[src/rtl/core/implicit_list_heap_allocator_unit_macros.svh]
// Assertion macros for the implicit-list heap allocator.
// Included by files that carry concurrent checks; no other dependencies.
`ifndef IMPLICIT_LIST_HEAP_ALLOCATOR_UNIT_MACROS_SVH
`define IMPLICIT_LIST_HEAP_ALLOCATOR_UNIT_MACROS_SVH
`ifndef SYNTHESIS
// Check that is off while reset is asserted.
`define IHLA_ASSERT(lbl, clk, rstn, prop) \
    lbl: assert property (@(posedge clk) disable iff (!rstn) (prop)) \
        else $error("ihla assertion failed");
// Check that also runs through reset.
`define IHLA_ASSERT_RST(lbl, clk, prop) \
    lbl: assert property (@(posedge clk) (prop)) \
        else $error("ihla reset assertion failed");
`else
`define IHLA_ASSERT(lbl, clk, rstn, prop)
`define IHLA_ASSERT_RST(lbl, clk, prop)
`endif
`endif

[src/rtl/core/ihla_pkg.sv]
// Shared types and constants for the implicit-list heap allocator.
// No dependencies.
package ihla_pkg;

    localparam int PTR_W = 8;
    localparam logic [6:0] MAX_PAYLOAD = 7'd126;
    localparam logic [7:0] ID_LIMIT = 8'd255;

    typedef enum logic [1:0] {
        ACT_ALLOC = 2'd0,
        ACT_FREE  = 2'd1,
        ACT_FILL  = 2'd2,
        ACT_QUERY = 2'd3
    } action_t;

    typedef enum logic [2:0] {
        ST_OK       = 3'd0,
        ST_BADARG   = 3'd1,
        ST_NOSPACE  = 3'd2,
        ST_NOTFOUND = 3'd3,
        ST_TOOBIG   = 3'd4
    } status_t;

    typedef enum logic {
        ALU_ADD = 1'b0,
        ALU_SUB = 1'b1
    } alu_op_t;

    typedef struct packed {
        action_t    action;
        logic [6:0] payload_size;
        logic [7:0] block_id;
        logic [6:0] fill_char;
        logic [6:0] fill_count;
    } cmd_t;

    typedef struct packed {
        status_t    status;
        logic [7:0] result_id;
        logic [7:0] header_id;
        logic [7:0] header_size;
    } res_t;

    typedef struct packed {
        alu_op_t          op;
        logic [PTR_W-1:0] a;
        logic [PTR_W-1:0] b;
        logic             cin;
    } alu_req_t;

    typedef struct packed {
        logic [PTR_W-1:0] sum;
        logic             borrow;
    } alu_res_t;

    // Write goes to waddr + wofs; a read returns the byte pair at raddr.
    typedef struct packed {
        logic             we;
        logic             wofs;
        logic [PTR_W-1:0] waddr;
        logic [7:0]       wdata;
        logic             re;
        logic [PTR_W-1:0] raddr;
    } mem_req_t;

endpackage

[src/rtl/core/implicit_list_heap_allocator_unit.sv]
// First-fit implicit-list heap allocator over a byte heap of HEAP_BYTES bytes.
// After reset the unit sweeps the heap once (s_tready low) to lay down a
// single free block. Each command word then runs to completion before the next
// is taken: argument checks, then for each block header passed over a registered
// paired read, a size compare and a pointer add on the one shared adder, a read
// and compare at the header that ends the walk, then two to four header writes
// for allocate, two for free, a size add for query, or a start-address step and
// up to fill_count byte writes for fill, then posting the result and an idle
// state before the next word is taken. Every block spans at least three bytes.
// Results sit in an output register, so a new command is taken while a result
// waits.
// Depends on ihla_pkg, ihla_alu, ihla_heap_mem, ihla_seq and the macro header.
`include "implicit_list_heap_allocator_unit_macros.svh"

module implicit_list_heap_allocator_unit #(
    parameter int HEAP_BYTES = 128
) (
    input  logic        aclk,
    input  logic        aresetn,
    input  logic        s_tvalid,
    output logic        s_tready,
    input  logic [31:0] s_tdata,   // payload_size[6:0], block_id[14:7],
                                   // fill_char[21:15], fill_count[28:22], zero pad
    input  logic [1:0]  s_tuser,   // action[1:0]
    output logic        m_tvalid,
    input  logic        m_tready,
    output logic [31:0] m_tdata    // status[2:0], result_id[10:3], header_id[18:11],
                                   // header_size[26:19], zero pad
);

    ihla_pkg::cmd_t     cmd;
    ihla_pkg::res_t     seq_res;
    ihla_pkg::mem_req_t mem_req;
    ihla_pkg::alu_req_t alu_req;
    ihla_pkg::alu_res_t alu_res;
    logic [7:0]         rd0;
    logic [7:0]         rd1;
    logic               seq_done;
    logic               out_free;
    logic               m_tvalid_reg;
    logic [31:0]        m_tdata_reg;
    logic               res_failed;

    // unpack the command word
    assign cmd.action       = ihla_pkg::action_t'(s_tuser);
    assign cmd.payload_size = s_tdata[6:0];
    assign cmd.block_id     = s_tdata[14:7];
    assign cmd.fill_char    = s_tdata[21:15];
    assign cmd.fill_count   = s_tdata[28:22];

    assign out_free = !m_tvalid_reg || m_tready;

    ihla_alu u_alu (
        .req (alu_req),
        .res (alu_res)
    );

    ihla_heap_mem #(
        .HEAP_BYTES (HEAP_BYTES)
    ) u_mem (
        .aclk (aclk),
        .req  (mem_req),
        .rd0  (rd0),
        .rd1  (rd1)
    );

    ihla_seq #(
        .HEAP_BYTES (HEAP_BYTES)
    ) u_seq (
        .aclk      (aclk),
        .aresetn   (aresetn),
        .cmd_valid (s_tvalid),
        .cmd       (cmd),
        .cmd_ready (s_tready),
        .out_free  (out_free),
        .done      (seq_done),
        .result    (seq_res),
        .mem_req   (mem_req),
        .rd0       (rd0),
        .rd1       (rd1),
        .alu_req   (alu_req),
        .alu_res   (alu_res)
    );

    // result word register
    always_ff @(posedge aclk) begin
        if (!aresetn) begin
            m_tvalid_reg <= 1'b0;
        end else if (seq_done) begin
            m_tvalid_reg <= 1'b1;
        end else if (m_tready) begin
            m_tvalid_reg <= 1'b0;
        end
        if (seq_done) begin
            m_tdata_reg <= {5'd0, seq_res.header_size, seq_res.header_id,
                            seq_res.result_id, seq_res.status};
        end
    end

    assign m_tvalid = m_tvalid_reg;
    assign m_tdata  = m_tdata_reg;

    // a posted result word that carries a failing status
    assign res_failed = m_tvalid_reg && (m_tdata_reg[2:0] != ihla_pkg::ST_OK);

    // one command in flight: ready drops right after a command is taken
    `IHLA_ASSERT(a_one_cmd, aclk, aresetn, (s_tvalid && s_tready) |=> !s_tready)
    // sequencer never posts into a full result register
    `IHLA_ASSERT(a_done_room, aclk, aresetn, seq_done |-> (!m_tvalid_reg || m_tready))
    // status code stays within the defined set
    `IHLA_ASSERT(a_status_legal, aclk, aresetn, m_tvalid |-> (m_tdata[2:0] <= ihla_pkg::ST_TOOBIG))
    // a failed command carries no ids or size
    `IHLA_ASSERT(a_fail_clean, aclk, aresetn, res_failed |-> (m_tdata[26:3] == 24'd0))
    // reset starts the clearing sweep, so no command is taken next cycle
    `IHLA_ASSERT_RST(a_reset_clear, aclk, !aresetn |=> !s_tready)

endmodule

[src/rtl/core/ihla_alu.sv]
// Shared 8-bit add/subtract unit used by the sequencer.
// Depends on ihla_pkg.
module ihla_alu (
    input  ihla_pkg::alu_req_t req,
    output ihla_pkg::alu_res_t res
);

    logic [ihla_pkg::PTR_W-1:0] b_eff;
    logic                       cin_eff;
    logic [ihla_pkg::PTR_W:0]   total;
    logic                       is_sub;

    assign is_sub  = (req.op == ihla_pkg::ALU_SUB);
    assign b_eff   = is_sub ? ~req.b : req.b;
    assign cin_eff = is_sub ? 1'b1 : req.cin;
    assign total   = {1'b0, req.a} + {1'b0, b_eff}
                   + {{ihla_pkg::PTR_W{1'b0}}, cin_eff};

    assign res.sum    = total[ihla_pkg::PTR_W-1:0];
    assign res.borrow = is_sub & ~total[ihla_pkg::PTR_W];

endmodule

[src/rtl/core/ihla_heap_mem.sv]
// Heap byte store: one write port, one paired read port (bytes a and a+1),
// registered read data. Depends on ihla_pkg.
module ihla_heap_mem #(
    parameter int HEAP_BYTES = 128
) (
    input  logic               aclk,
    input  ihla_pkg::mem_req_t req,
    output logic [7:0]         rd0,
    output logic [7:0]         rd1
);

    localparam int AW = $clog2(HEAP_BYTES);

    logic [7:0]                 mem [HEAP_BYTES];
    logic [ihla_pkg::PTR_W-1:0] wsum;
    logic [ihla_pkg::PTR_W-1:0] rsum;

    assign wsum = req.waddr + {{(ihla_pkg::PTR_W-1){1'b0}}, req.wofs};
    assign rsum = req.raddr + {{(ihla_pkg::PTR_W-1){1'b0}}, 1'b1};

    always_ff @(posedge aclk) begin
        if (req.we) begin
            mem[wsum[AW-1:0]] <= req.wdata;
        end
        if (req.re) begin
            rd0 <= mem[req.raddr[AW-1:0]];
            rd1 <= mem[rsum[AW-1:0]];
        end
    end

endmodule

[src/rtl/core/ihla_seq.sv]
// Command sequencer: clear pass, header walk, header rewrites, fill loop and size query.
// Drives the shared ALU and the heap store. Depends on ihla_pkg.
module ihla_seq #(
    parameter int HEAP_BYTES = 128
) (
    input  logic               aclk,
    input  logic               aresetn,
    input  logic               cmd_valid,
    input  ihla_pkg::cmd_t     cmd,
    output logic               cmd_ready,
    input  logic               out_free,
    output logic               done,
    output ihla_pkg::res_t     result,
    output ihla_pkg::mem_req_t mem_req,
    input  logic [7:0]         rd0,
    input  logic [7:0]         rd1,
    output ihla_pkg::alu_req_t alu_req,
    input  ihla_pkg::alu_res_t alu_res
);

    localparam int PW = ihla_pkg::PTR_W;
    localparam logic [PW-1:0] LAST_ADDR = PW'(HEAP_BYTES - 1);
    localparam logic [PW-1:0] HEAP_END  = PW'(HEAP_BYTES);
    localparam logic [7:0]    INIT_HDR  = 8'((HEAP_BYTES - 1) * 2);

    typedef enum logic [3:0] {
        S_CLEAR, S_IDLE, S_CHECK, S_WALK_RD, S_WALK_CHK, S_WALK_NXT,
        S_A_REM, S_A_HDR, S_A_SPLIT, S_A_TAIL, S_F_CLR, S_F_HDR,
        S_FILL_INIT, S_FILL, S_Q_SIZE, S_DONE
    } state_t;

    state_t               state_reg, state_next;
    ihla_pkg::cmd_t       cmd_reg, cmd_next;
    logic [PW-1:0]        clr_reg, clr_next;
    logic [PW-1:0]        p_reg, p_next;
    logic [PW-1:0]        nm1_reg, nm1_next;
    logic [PW-1:0]        rem_reg, rem_next;
    logic [PW-1:0]        remm1_reg, remm1_next;
    logic [PW-1:0]        q_reg, q_next;
    logic [PW-1:0]        fa_reg, fa_next;
    logic [6:0]           fc_reg, fc_next;
    logic [7:0]           issued_reg, issued_next;
    ihla_pkg::status_t    status_reg, status_next;
    logic [7:0]           rid_reg, rid_next;
    logic [7:0]           hid_reg, hid_next;
    logic [7:0]           hsz_reg, hsz_next;
    logic                 split;

    // Remainder gets its own header only when three or more bytes are left.
    assign split = (rem_reg != '0) && (remm1_reg[PW-1:1] != '0);

    always_comb begin
        state_next  = state_reg;
        cmd_next    = cmd_reg;
        clr_next    = clr_reg;
        p_next      = p_reg;
        nm1_next    = nm1_reg;
        rem_next    = rem_reg;
        remm1_next  = remm1_reg;
        q_next      = q_reg;
        fa_next     = fa_reg;
        fc_next     = fc_reg;
        issued_next = issued_reg;
        status_next = status_reg;
        rid_next    = rid_reg;
        hid_next    = hid_reg;
        hsz_next    = hsz_reg;
        mem_req     = '0;
        alu_req     = '{op: ihla_pkg::ALU_ADD, a: '0, b: '0, cin: 1'b0};
        cmd_ready   = 1'b0;
        done        = 1'b0;

        case (state_reg)
            S_CLEAR: begin
                mem_req.we    = 1'b1;
                mem_req.waddr = clr_reg;
                mem_req.wdata = (clr_reg == PW'(1)) ? INIT_HDR : 8'd0;
                clr_next      = clr_reg + PW'(1);
                if (clr_reg == LAST_ADDR) begin
                    state_next = S_IDLE;
                end
            end
            S_IDLE: begin
                cmd_ready = 1'b1;
                if (cmd_valid) begin
                    cmd_next   = cmd;
                    state_next = S_CHECK;
                end
            end
            S_CHECK: begin
                // nm1 = need - 1, where need is payload or fill length plus header
                alu_req.a   = (cmd_reg.action == ihla_pkg::ACT_ALLOC)
                            ? {1'b0, cmd_reg.payload_size} : {1'b0, cmd_reg.fill_count};
                alu_req.cin = 1'b1;
                nm1_next    = alu_res.sum;
                status_next = ihla_pkg::ST_OK;
                rid_next    = '0;
                hid_next    = '0;
                hsz_next    = '0;
                p_next      = '0;
                state_next  = S_WALK_RD;
                case (cmd_reg.action)
                    ihla_pkg::ACT_ALLOC: begin
                        if (cmd_reg.payload_size == '0 ||
                            cmd_reg.payload_size > ihla_pkg::MAX_PAYLOAD) begin
                            status_next = ihla_pkg::ST_BADARG;
                            state_next  = S_DONE;
                        end else if (issued_reg >= ihla_pkg::ID_LIMIT) begin
                            status_next = ihla_pkg::ST_NOSPACE;
                            state_next  = S_DONE;
                        end
                    end
                    ihla_pkg::ACT_FILL: begin
                        if (cmd_reg.block_id == '0) begin
                            status_next = ihla_pkg::ST_BADARG;
                            state_next  = S_DONE;
                        end
                    end
                    default: begin
                        if (cmd_reg.block_id == '0 || cmd_reg.block_id > issued_reg) begin
                            status_next = ihla_pkg::ST_BADARG;
                            state_next  = S_DONE;
                        end
                    end
                endcase
            end
            S_WALK_RD: begin
                if (p_reg < LAST_ADDR) begin
                    mem_req.re    = 1'b1;
                    mem_req.raddr = p_reg;
                    state_next    = S_WALK_CHK;
                end else begin
                    status_next = (cmd_reg.action == ihla_pkg::ACT_ALLOC)
                                ? ihla_pkg::ST_NOSPACE : ihla_pkg::ST_NOTFOUND;
                    state_next  = S_DONE;
                end
            end
            S_WALK_CHK: begin
                // size-1 of this block minus need-1
                alu_req.op = ihla_pkg::ALU_SUB;
                alu_req.a  = {1'b0, rd1[7:1]};
                alu_req.b  = nm1_reg;
                rem_next   = alu_res.sum;
                state_next = S_WALK_NXT;
                case (cmd_reg.action)
                    ihla_pkg::ACT_ALLOC: begin
                        if (!rd1[0] && !alu_res.borrow) begin
                            state_next = S_A_REM;
                        end
                    end
                    ihla_pkg::ACT_FREE: begin
                        if (rd0 == cmd_reg.block_id && rd1[0]) begin
                            state_next = S_F_CLR;
                        end
                    end
                    ihla_pkg::ACT_FILL: begin
                        if (rd0 == cmd_reg.block_id) begin
                            if (alu_res.borrow) begin
                                status_next = ihla_pkg::ST_TOOBIG;
                                state_next  = S_DONE;
                            end else begin
                                state_next = S_FILL_INIT;
                            end
                        end
                    end
                    default: begin
                        if (rd0 == cmd_reg.block_id) begin
                            state_next = S_Q_SIZE;
                        end
                    end
                endcase
            end
            S_WALK_NXT: begin
                alu_req.a   = p_reg;
                alu_req.b   = {1'b0, rd1[7:1]};
                alu_req.cin = 1'b1;
                p_next      = alu_res.sum;
                state_next  = S_WALK_RD;
            end
            S_A_REM: begin
                mem_req.we    = 1'b1;
                mem_req.waddr = p_reg;
                mem_req.wdata = issued_reg + 8'd1;
                alu_req.op    = ihla_pkg::ALU_SUB;
                alu_req.a     = rem_reg;
                alu_req.b     = PW'(1);
                remm1_next    = alu_res.sum;
                state_next    = S_A_HDR;
            end
            S_A_HDR: begin
                mem_req.we    = 1'b1;
                mem_req.waddr = p_reg;
                mem_req.wofs  = 1'b1;
                mem_req.wdata = (rem_reg == '0 || split) ? {nm1_reg[6:0], 1'b1}
                                                         : (rd1 | 8'd1);
                alu_req.a     = p_reg;
                alu_req.b     = nm1_reg;
                alu_req.cin   = 1'b1;
                q_next        = alu_res.sum;
                issued_next   = issued_reg + 8'd1;
                rid_next      = issued_reg + 8'd1;
                state_next    = split ? S_A_SPLIT : S_DONE;
            end
            S_A_SPLIT: begin
                if (q_reg < LAST_ADDR) begin
                    mem_req.we    = 1'b1;
                    mem_req.waddr = q_reg;
                    mem_req.wdata = 8'd0;
                    state_next    = S_A_TAIL;
                end else begin
                    state_next = S_DONE;
                end
            end
            S_A_TAIL: begin
                mem_req.we    = 1'b1;
                mem_req.waddr = q_reg;
                mem_req.wofs  = 1'b1;
                mem_req.wdata = {remm1_reg[6:0], 1'b0};
                state_next    = S_DONE;
            end
            S_F_CLR: begin
                mem_req.we    = 1'b1;
                mem_req.waddr = p_reg;
                mem_req.wdata = 8'd0;
                state_next    = S_F_HDR;
            end
            S_F_HDR: begin
                mem_req.we    = 1'b1;
                mem_req.waddr = p_reg;
                mem_req.wofs  = 1'b1;
                mem_req.wdata = {rd1[7:1], 1'b0};
                rid_next      = cmd_reg.block_id;
                state_next    = S_DONE;
            end
            S_FILL_INIT: begin
                // first payload byte sits two past the header start
                alu_req.a   = p_reg;
                alu_req.b   = PW'(1);
                alu_req.cin = 1'b1;
                fa_next     = alu_res.sum;
                fc_next     = cmd_reg.fill_count;
                state_next  = S_FILL;
            end
            S_FILL: begin
                if (fc_reg == '0) begin
                    state_next = S_DONE;
                end else begin
                    mem_req.we    = (fa_reg < HEAP_END);
                    mem_req.waddr = fa_reg;
                    mem_req.wdata = {1'b0, cmd_reg.fill_char};
                    alu_req.a     = fa_reg;
                    alu_req.cin   = 1'b1;
                    fa_next       = alu_res.sum;
                    fc_next       = fc_reg - 7'd1;
                end
            end
            S_Q_SIZE: begin
                alu_req.a   = {1'b0, rd1[7:1]};
                alu_req.cin = 1'b1;
                hsz_next    = alu_res.sum;
                hid_next    = rd0;
                state_next  = S_DONE;
            end
            S_DONE: begin
                if (out_free) begin
                    done       = 1'b1;
                    state_next = S_IDLE;
                end
            end
            default: begin
                state_next = S_IDLE;
            end
        endcase
    end

    always_ff @(posedge aclk) begin
        if (!aresetn) begin
            state_reg  <= S_CLEAR;
            clr_reg    <= '0;
            issued_reg <= '0;
        end else begin
            state_reg  <= state_next;
            clr_reg    <= clr_next;
            issued_reg <= issued_next;
        end
        cmd_reg    <= cmd_next;
        p_reg      <= p_next;
        nm1_reg    <= nm1_next;
        rem_reg    <= rem_next;
        remm1_reg  <= remm1_next;
        q_reg      <= q_next;
        fa_reg     <= fa_next;
        fc_reg     <= fc_next;
        status_reg <= status_next;
        rid_reg    <= rid_next;
        hid_reg    <= hid_next;
        hsz_reg    <= hsz_next;
    end

    assign result = '{status: status_reg, result_id: rid_reg,
                      header_id: hid_reg, header_size: hsz_reg};

endmodule
[config.mk]
export PLATFORM = sky130hd
export DESIGN_NAME = implicit_list_heap_allocator_unit
export DESIGN_NICKNAME = d
export VERILOG_FILES = /design/src/rtl/core/ihla_pkg.sv /design/src/rtl/core/implicit_list_heap_allocator_unit.sv /design/src/rtl/core/ihla_alu.sv /design/src/rtl/core/ihla_heap_mem.sv /design/src/rtl/core/ihla_seq.sv
export VERILOG_INCLUDE_DIRS = /design/src /design/src/rtl/core
export SDC_FILE = /design/constraint.sdc
export NUM_CORES = 2
export LEC_CHECK = 0
export BUFFER_PORTS_ARGS = -buffer_cell sky130_fd_sc_hd__buf_2
export CAP_MARGIN = 15
export CORE_MARGIN = 2
export CORE_UTILIZATION = 50
export DETAILED_ROUTE_END_ITERATION = 16
export HOLD_SLACK_MARGIN = 0.02
export MAX_ROUTING_LAYER = met4
export PLACE_DENSITY = 0.71
export SLEW_MARGIN = 20
export SYNTH_ARGS = -nofsm -noshare
export SYNTH_HDL_FRONTEND = slang
export SYNTH_SLANG_ARGS = --single-unit
[constraint.sdc]
create_clock -name aclk -period 8.7 [get_ports aclk]
set_input_delay 0.435 -clock aclk [delete_from_list [all_inputs] [get_ports aclk]]
set_output_delay 0.435 -clock aclk [all_outputs]
set_load 0.01 [all_outputs]
Yosys cells after proc, flatten, opt, wreduce, memory -nomap -nowiden
Memories as Yosys holds them, arrays and structs flattened. A register that Yosys moved wholly into a read port is not among the register bits.
Cells that the tools add are included.

word-level totals
  RAM bits = 1,024
  input port bits = 38
  memories kept = 1
  logic and storage cells = 169
  register bits after elaboration = 161

operators by class
  reductions and logical operators = 37
  $add $sub $neg = 7
  order comparisons = 6
  bitwise gates (word level) = 3
  muxes and demuxes = 65
  equal/unequal tests = 29

memories
  name       depth  width  read ports  clocked after Yosys merged registers in  write ports  RTL line             RTL
  u_mem.mem  128    8      2           2                                        1            ihla_heap_mem.sv:14  logic [7:0] mem [HEAP_BYTES];

operators with widths
  kind                                                 count
  one-hot mux 15 bit (8 select lines)                  1
  one-hot mux 8 bit (2 select lines)                   4
  one-hot mux 4 bit (14 select lines)                  1
  two-way mux 4 bit                                    12
  one-hot mux 8 bit (3 select lines)                   2
  two-way mux 8 bit                                    5
  one-hot mux 8 bit (5 select lines)                   1
  equality test 4 bit, second input constant           8
  two-way mux 15 bit                                   2
  two-way mux 3 bit                                    7
  two-way mux 9 bit                                    2
  adder 8 x 1 -> 8 bit, second input constant          2
  equality test 4 x 3 -> 1 bit, second input constant  4
  zero test 8 bit                                      2
  < comparator 8 x 7 -> 1 bit, second input constant   2
  two-way mux 1 bit                                    16
  zero test 7 bit                                      2
  two-way mux 7 bit                                    2
  one-hot mux 7 bit (2 select lines)                   1
  one-hot mux 4 bit (3 select lines)                   1
  != test 2 bit, second input constant                 5
  adder 8 x 8 -> 9 bit                                 1
  adder 9 x 1 -> 9 bit                                 1
  one-hot mux 3 bit (3 select lines)                   1
  39 further kinds                                     62

Depth between registers and ports, before layout
  depth after elaboration = 14
  gate-level depth with buffers = 22

Hierarchy
From an unflattened synthesis, not the netlist that was laid out.

second synthesis, totals
  cell total of the unflattened synthesis = 3,090
  area, all modules = 56,477.9 µm²

by module, submodules not included
  module                             instances  sequential area each (µm²)  area an instance (µm²)  cells an instance
  ihla_heap_mem                      1          31,230.0                    48,629.1                2,417
  ihla_seq                           1          3,793.6                     6,543.8                 592
  implicit_list_heap_allocator_unit  1          830.8                       900.9                   37
  ihla_alu                           1          0.0                         404.1                   44

Least setup slack after synthesis
No wires, ideal clock.

  kind = register -> register
  from = register u_seq.state_reg[2]
  to = memory u_mem.mem[0][3], data pin
  library setup time = 1.197 ns
  period minus slack after synthesis = 7.525 ns
  setup slack = 1.175 ns
  path buffers = 3
  arrival = 6.328 ns
  cell stages (with the launch flop) = 8
  cell sequence = dfxtp_1 clkbuf_2 buf_2 inv_1 nor2_1 nand3_1 clkbuf_1 o21ai_0

RTL lines
  what                      RTL line             RTL
  start: declaration        ihla_seq.sv:32       state_t state_reg, state_next;
  start signal: assignment  ihla_seq.sv:282      state_reg <= state_next;
  end: declaration          ihla_heap_mem.sv:14

Worst setup path in the final report
  from = register u_seq.state_reg[3]
  to = register u_seq.status_reg[1] (enable)

on the way
  longest elaborated chain between the ends = 11
  elaborated cells on any way between the ends = 32
  classes of those cells = add/sub (2); eq/ne (13); mux (6); bitwise (3); reduce/logical (8)

RTL lines
  what                                                                 RTL line         RTL
  equality test 4 x 3 -> 1 bit or equality test 4 bit (tied branches)  ihla_seq.sv:73   case (state_reg)
  OR reduction 2 bit (no source line)                                  -
  one-hot mux 8 bit (3 select lines)                                   ihla_seq.sv:73
  NOT 8 bit                                                            ihla_alu.sv:14   assign b_eff = is_sub ? ~req.b : req.b;
  two-way mux 8 bit                                                    ihla_alu.sv:14
  adder 8 x 8 -> 9 bit                                                 ihla_alu.sv:16   assign total = {1'b0, req.a} + {1'b0, b_eff}
  adder 9 x 1 -> 9 bit                                                 ihla_alu.sv:17   + {{ihla_pkg::PTR_W{1'b0}}, cin_eff};
  NOT 1 bit                                                            ihla_alu.sv:20   assign res.borrow = is_sub & ~total[ihla_pkg::PTR_W];
  bitwise AND 1 bit                                                    ihla_alu.sv:20
  != test 2 x 1 -> 1 bit (no source line)                              -
  AND reduction 5 bit (no source line) *                               -
  end signal: assignment                                               ihla_seq.sv:294  status_reg <= status_next;
  end: declaration                                                     ihla_seq.sv:43   ihla_pkg::status_t status_reg, status_next;

Every way passes the cells marked *; elsewhere a longest branch is shown, timed or not.
A chain may end at the register's enable or synchronous reset.

==> impl_metrics.ini <==
[run_status]
run_status = complete, no violations

[final_layout]
finish.net_count = 4400
finalCoreUtilization_pct = 55.4
post_route_cells_drive_above_1_share_pct = 15.5
syn2layout_area_growth_pct = 10.5
largest_reg_flops = 1024
multiInputGateArea_um2 = 19700
fill_cells = 8949
final_cell_count_no_fill = 5961
postLayoutCellArea_um2 = 63100
layout.area.seq_um2 = 35900

[worst_setup_path]
critical_path_depth = 15
crit_top_cell = sky130_fd_sc_hd__fa_1
worst_path_largest_cell_delay_ns = 0.87
worst_setup_path_end_kind = flop
path_cells = nor2_1 > nand2_1 > clkinv_1 > a221oi_1 > nand3_1 > fa_1 > fa_1 > a21o_1 > a21oi_1 > nor2b_1 > o21a_1 > o41ai_1 > and3_1 > nand4b_1 > a211oi_1
r2r_cells = 15
cp_slowest_cell = sky130_fd_sc_hd__dfxtp_1
critical_path_required_ns = 9.05
cp-start-kind = flop
cp.arrival_ns = 6.58
endpoint_of_the_worst_slack_reg_to_reg_timing_path = u_seq.status_reg[1]
critical_path_peak_fanout = 25
timing_worst_setup_path_type = flop to flop
critPathTopFamily = compound AO/OA/AOI/OAI gates
reg2reg_from = u_seq.state_reg[3]
worstPathBufferInverterCount = 1
setup.reg_to_reg.worst_slack_ns = 2.47

[min_path]
worstHoldPathType = input port to flop
min_from = m_tready
whs_endpoint = m_tvalid
hold-path-cell-count = 3

[clocking]
cts_h_tree_depth = 3
clock-sinks = 1201
numCtsBuffers = 120
cts_hold_repair.buffers = 31
ctsRootBufferMaster = sky130_fd_sc_hd__clkbuf_16
postcts_setup_bufs = 0
post_cts_resize_count = 0
clk_path_buf_depth = 3
clk_pin_slew_worst_paths_ns = 0.06
clk_latency_ns = 0.75
cts_tree = built

[floorplan]
die-width_um = 342
number_of_top_level_pins = 72
num_rows = 124
core_area_um2 = 114000
floorplan.die.height_um = 342
dieArea_um2 = 117000
starting_density_of_the_core_pct = 50.2

[synth]
async_reset_ff_share_pct = 0
syn_inst = 4353
post_synth.cell_area_avg_um2 = 13.1
yosys_register_bits = 1201
yosysTopAreaCell = sky130_fd_sc_hd__edfxtp_1
synth.top_cells.by_area = sky130_fd_sc_hd__edfxtp_1 (62%), sky130_fd_sc_hd__mux4_2 (8.0%), sky130_fd_sc_hd__nand2_1 (4.3%)
syn_area_um2 = 57100
post_synth_edffs = 1180
synth-warning-count = 0
yosysUniqueCellTypes = 101
synth-main-ff-cell = sky130_fd_sc_hd__edfxtp_1
synth-seq-area-share_pct = 62.8
synth_largest_type_area_fraction_pct = 62.0

[route]
drt.antenna.violating_nets = 0
dr_total_vias = 41500
drt-total-wl_um = 180000
initialDrtViolationCount = 7380
detailedRoute.firstPassIterationCount = 6
drt-vias-per-instance = 6.96
route.detailed.wl_per_inst_um = 30.2
route.detailed.drc = 0

[placed_design]
post-place-ws_ns = 2.74
port_buffer_count = 63
detailed_place.area_um2 = 58800
placed_cells_incl_taps = 5697
place_hpwl_um = 111000
finalWeightedCongestion = 0.958

[timing]
layout_min_cycle_time_ns = 6.23
finalCritPeriodShare_pct = 71.6
fin_worst_hold_slack_ns = 0.0762
worst_clock_skew_ns = 0.0469
hold_viol_final = 0
worst-slew-pin-transition_ns = 1.23
timing.slew.headroom_pct = 17.7
max_freq_mhz = 161
setup_total_negative_slack_ns = 0
report.final.setup_viol = 0
least_setup_slack_across_all_paths_after_layout_ns = 2.47
rsz0062_at_grt = false
final_max_slew_viol_count = 0

[job]
maxCapViolCount = 0

[global_routing]
grt_remaining_overflow = 0
grt_pass1_vias = 39200
grt_pass1_wl_um = 259000
globalRouteTotalUtil_pct = 30.9
antenna_found_initial = 5
grt_start_max_net_pins = 151

[power_and_ir_drop]
design_power_total_mw = 12.0
max-vdd-ir-drop_v = 0.000182
power_density_nw_per_um2 = 190
power.leakage_nw = 19.9
## cell families after synthesis
family	after synthesis	synth area share, %
and+or+nand+nor	1345	10.8
DFF	1201	62.8
AOI/OAI and AO/OA	1073	12.4
buffers and inverters	398	3.61
muxes	272	9.28
xor gates and xnor gates	39	0.598
adders and majority gates	24	0.552
other	1	0.00656
## synth_stat cells (42+ instances only)
cell / instances
sky130_fd_sc_hd__a21oi_1: 388
sky130_fd_sc_hd__a31oi_1: 73
sky130_fd_sc_hd__buf_2: 96
sky130_fd_sc_hd__buf_4: 42
sky130_fd_sc_hd__clkbuf_1: 163
sky130_fd_sc_hd__edfxtp_1: 1180
sky130_fd_sc_hd__inv_1: 42
sky130_fd_sc_hd__mux2i_1: 47
sky130_fd_sc_hd__mux4_2: 204
sky130_fd_sc_hd__nand2_1: 662
sky130_fd_sc_hd__nand3_1: 84
sky130_fd_sc_hd__nor2_1: 202
sky130_fd_sc_hd__nor3_1: 103
sky130_fd_sc_hd__nor4_1: 60
sky130_fd_sc_hd__o21ai_0: 71
sky130_fd_sc_hd__o221ai_1: 109
sky130_fd_sc_hd__o22ai_1: 171
## worst reg2reg max path, cell delays in order, from the launching register on
cell                       delay (ns)
sky130_fd_sc_hd__dfxtp_1         0.87
sky130_fd_sc_hd__nor2_1          0.33
sky130_fd_sc_hd__nand2_1         0.31
sky130_fd_sc_hd__clkinv_1        0.52
sky130_fd_sc_hd__a221oi_1        0.48
sky130_fd_sc_hd__nand3_1         0.15
sky130_fd_sc_hd__fa_1            0.46
sky130_fd_sc_hd__fa_1            0.47
sky130_fd_sc_hd__a21o_1          0.18
sky130_fd_sc_hd__a21oi_1         0.23
sky130_fd_sc_hd__nor2b_1         0.08
sky130_fd_sc_hd__o21a_1          0.20
sky130_fd_sc_hd__o41ai_1         0.74
sky130_fd_sc_hd__and3_1          0.29
sky130_fd_sc_hd__nand4b_1        0.10
sky130_fd_sc_hd__a211oi_1        0.47
## worst max path at each step
stage,slack (ns),startpoint,endpoint
after global routing,2.22,u_seq.state_reg[3],u_seq.status_reg[1]
after global placement,2.80,u_seq.state_reg[3],u_seq.status_reg[0]
final,2.47,u_seq.state_reg[3],u_seq.status_reg[1]
after CTS,2.68,u_seq.state_reg[3],u_seq.status_reg[1]
after detailed placement,2.74,u_seq.state_reg[3],u_seq.status_reg[2]
after floorplan,1.18,u_seq.state_reg[2],u_mem.mem[0][3]
## routing by layer
layer	share of wire (%)	vias to the layer above	track usage, %
met3	14	596	7.86
met5	0	-	-
li1	-	17200	-
met1	36	20300	40.0
met2	45	3348	45.6
met4	5.5	0	15.5
## power breakdown
part	leakage (nW)	total [mW]	internal, mW	switching (mW)
sequential	10.6	6.43	6.42	0.00890
clock	1.93	5.27	2.97	2.30
combinational	7.31	0.294	0.0554	0.239
total	19.9	12.0	9.45	2.55
## layout make-up
type	count	share of cell area [%]
Multi-Input combinational cell	2758	31.1
Antenna cell	5	0.0198
Sequential cell	1201	56.8
Timing Repair Buffer	212	2.45
Clock inverter	92	1.43
Inverter	45	0.297
Clock buffer	136	4.89
Tap cell	1512	3.00
## cells in the final DEF (no fill, tap or decap), types with 31 or more instances in the layout
master / synthesis / final
sky130_fd_sc_hd__a21oi_1: 388 / 387
sky130_fd_sc_hd__a31oi_1: 73 / 72
sky130_fd_sc_hd__and3_1: 37 / 37
sky130_fd_sc_hd__buf_2: 96 / 63
sky130_fd_sc_hd__buf_4: 42 / 115
sky130_fd_sc_hd__clkbuf_16: 0 / 121
sky130_fd_sc_hd__clkinv_1: 1 / 31
sky130_fd_sc_hd__dlygate4sd3_1: 0 / 31
sky130_fd_sc_hd__edfxtp_1: 1180 / 1180
sky130_fd_sc_hd__inv_1: 42 / 40
sky130_fd_sc_hd__mux2i_1: 47 / 47
sky130_fd_sc_hd__mux4_2: 204 / 204
sky130_fd_sc_hd__nand2_1: 662 / 660
sky130_fd_sc_hd__nand3_1: 84 / 83
sky130_fd_sc_hd__nand4_1: 34 / 34
sky130_fd_sc_hd__nor2_1: 202 / 196
sky130_fd_sc_hd__nor3_1: 103 / 64
sky130_fd_sc_hd__nor3_2: 1 / 40
sky130_fd_sc_hd__nor4_1: 60 / 59
sky130_fd_sc_hd__o21ai_0: 71 / 66
sky130_fd_sc_hd__o221ai_1: 109 / 109
sky130_fd_sc_hd__o22ai_1: 171 / 171
sky130_fd_sc_hd__xnor2_1: 31 / 31
No activity file was read; power rests on OpenSTA's default activity.
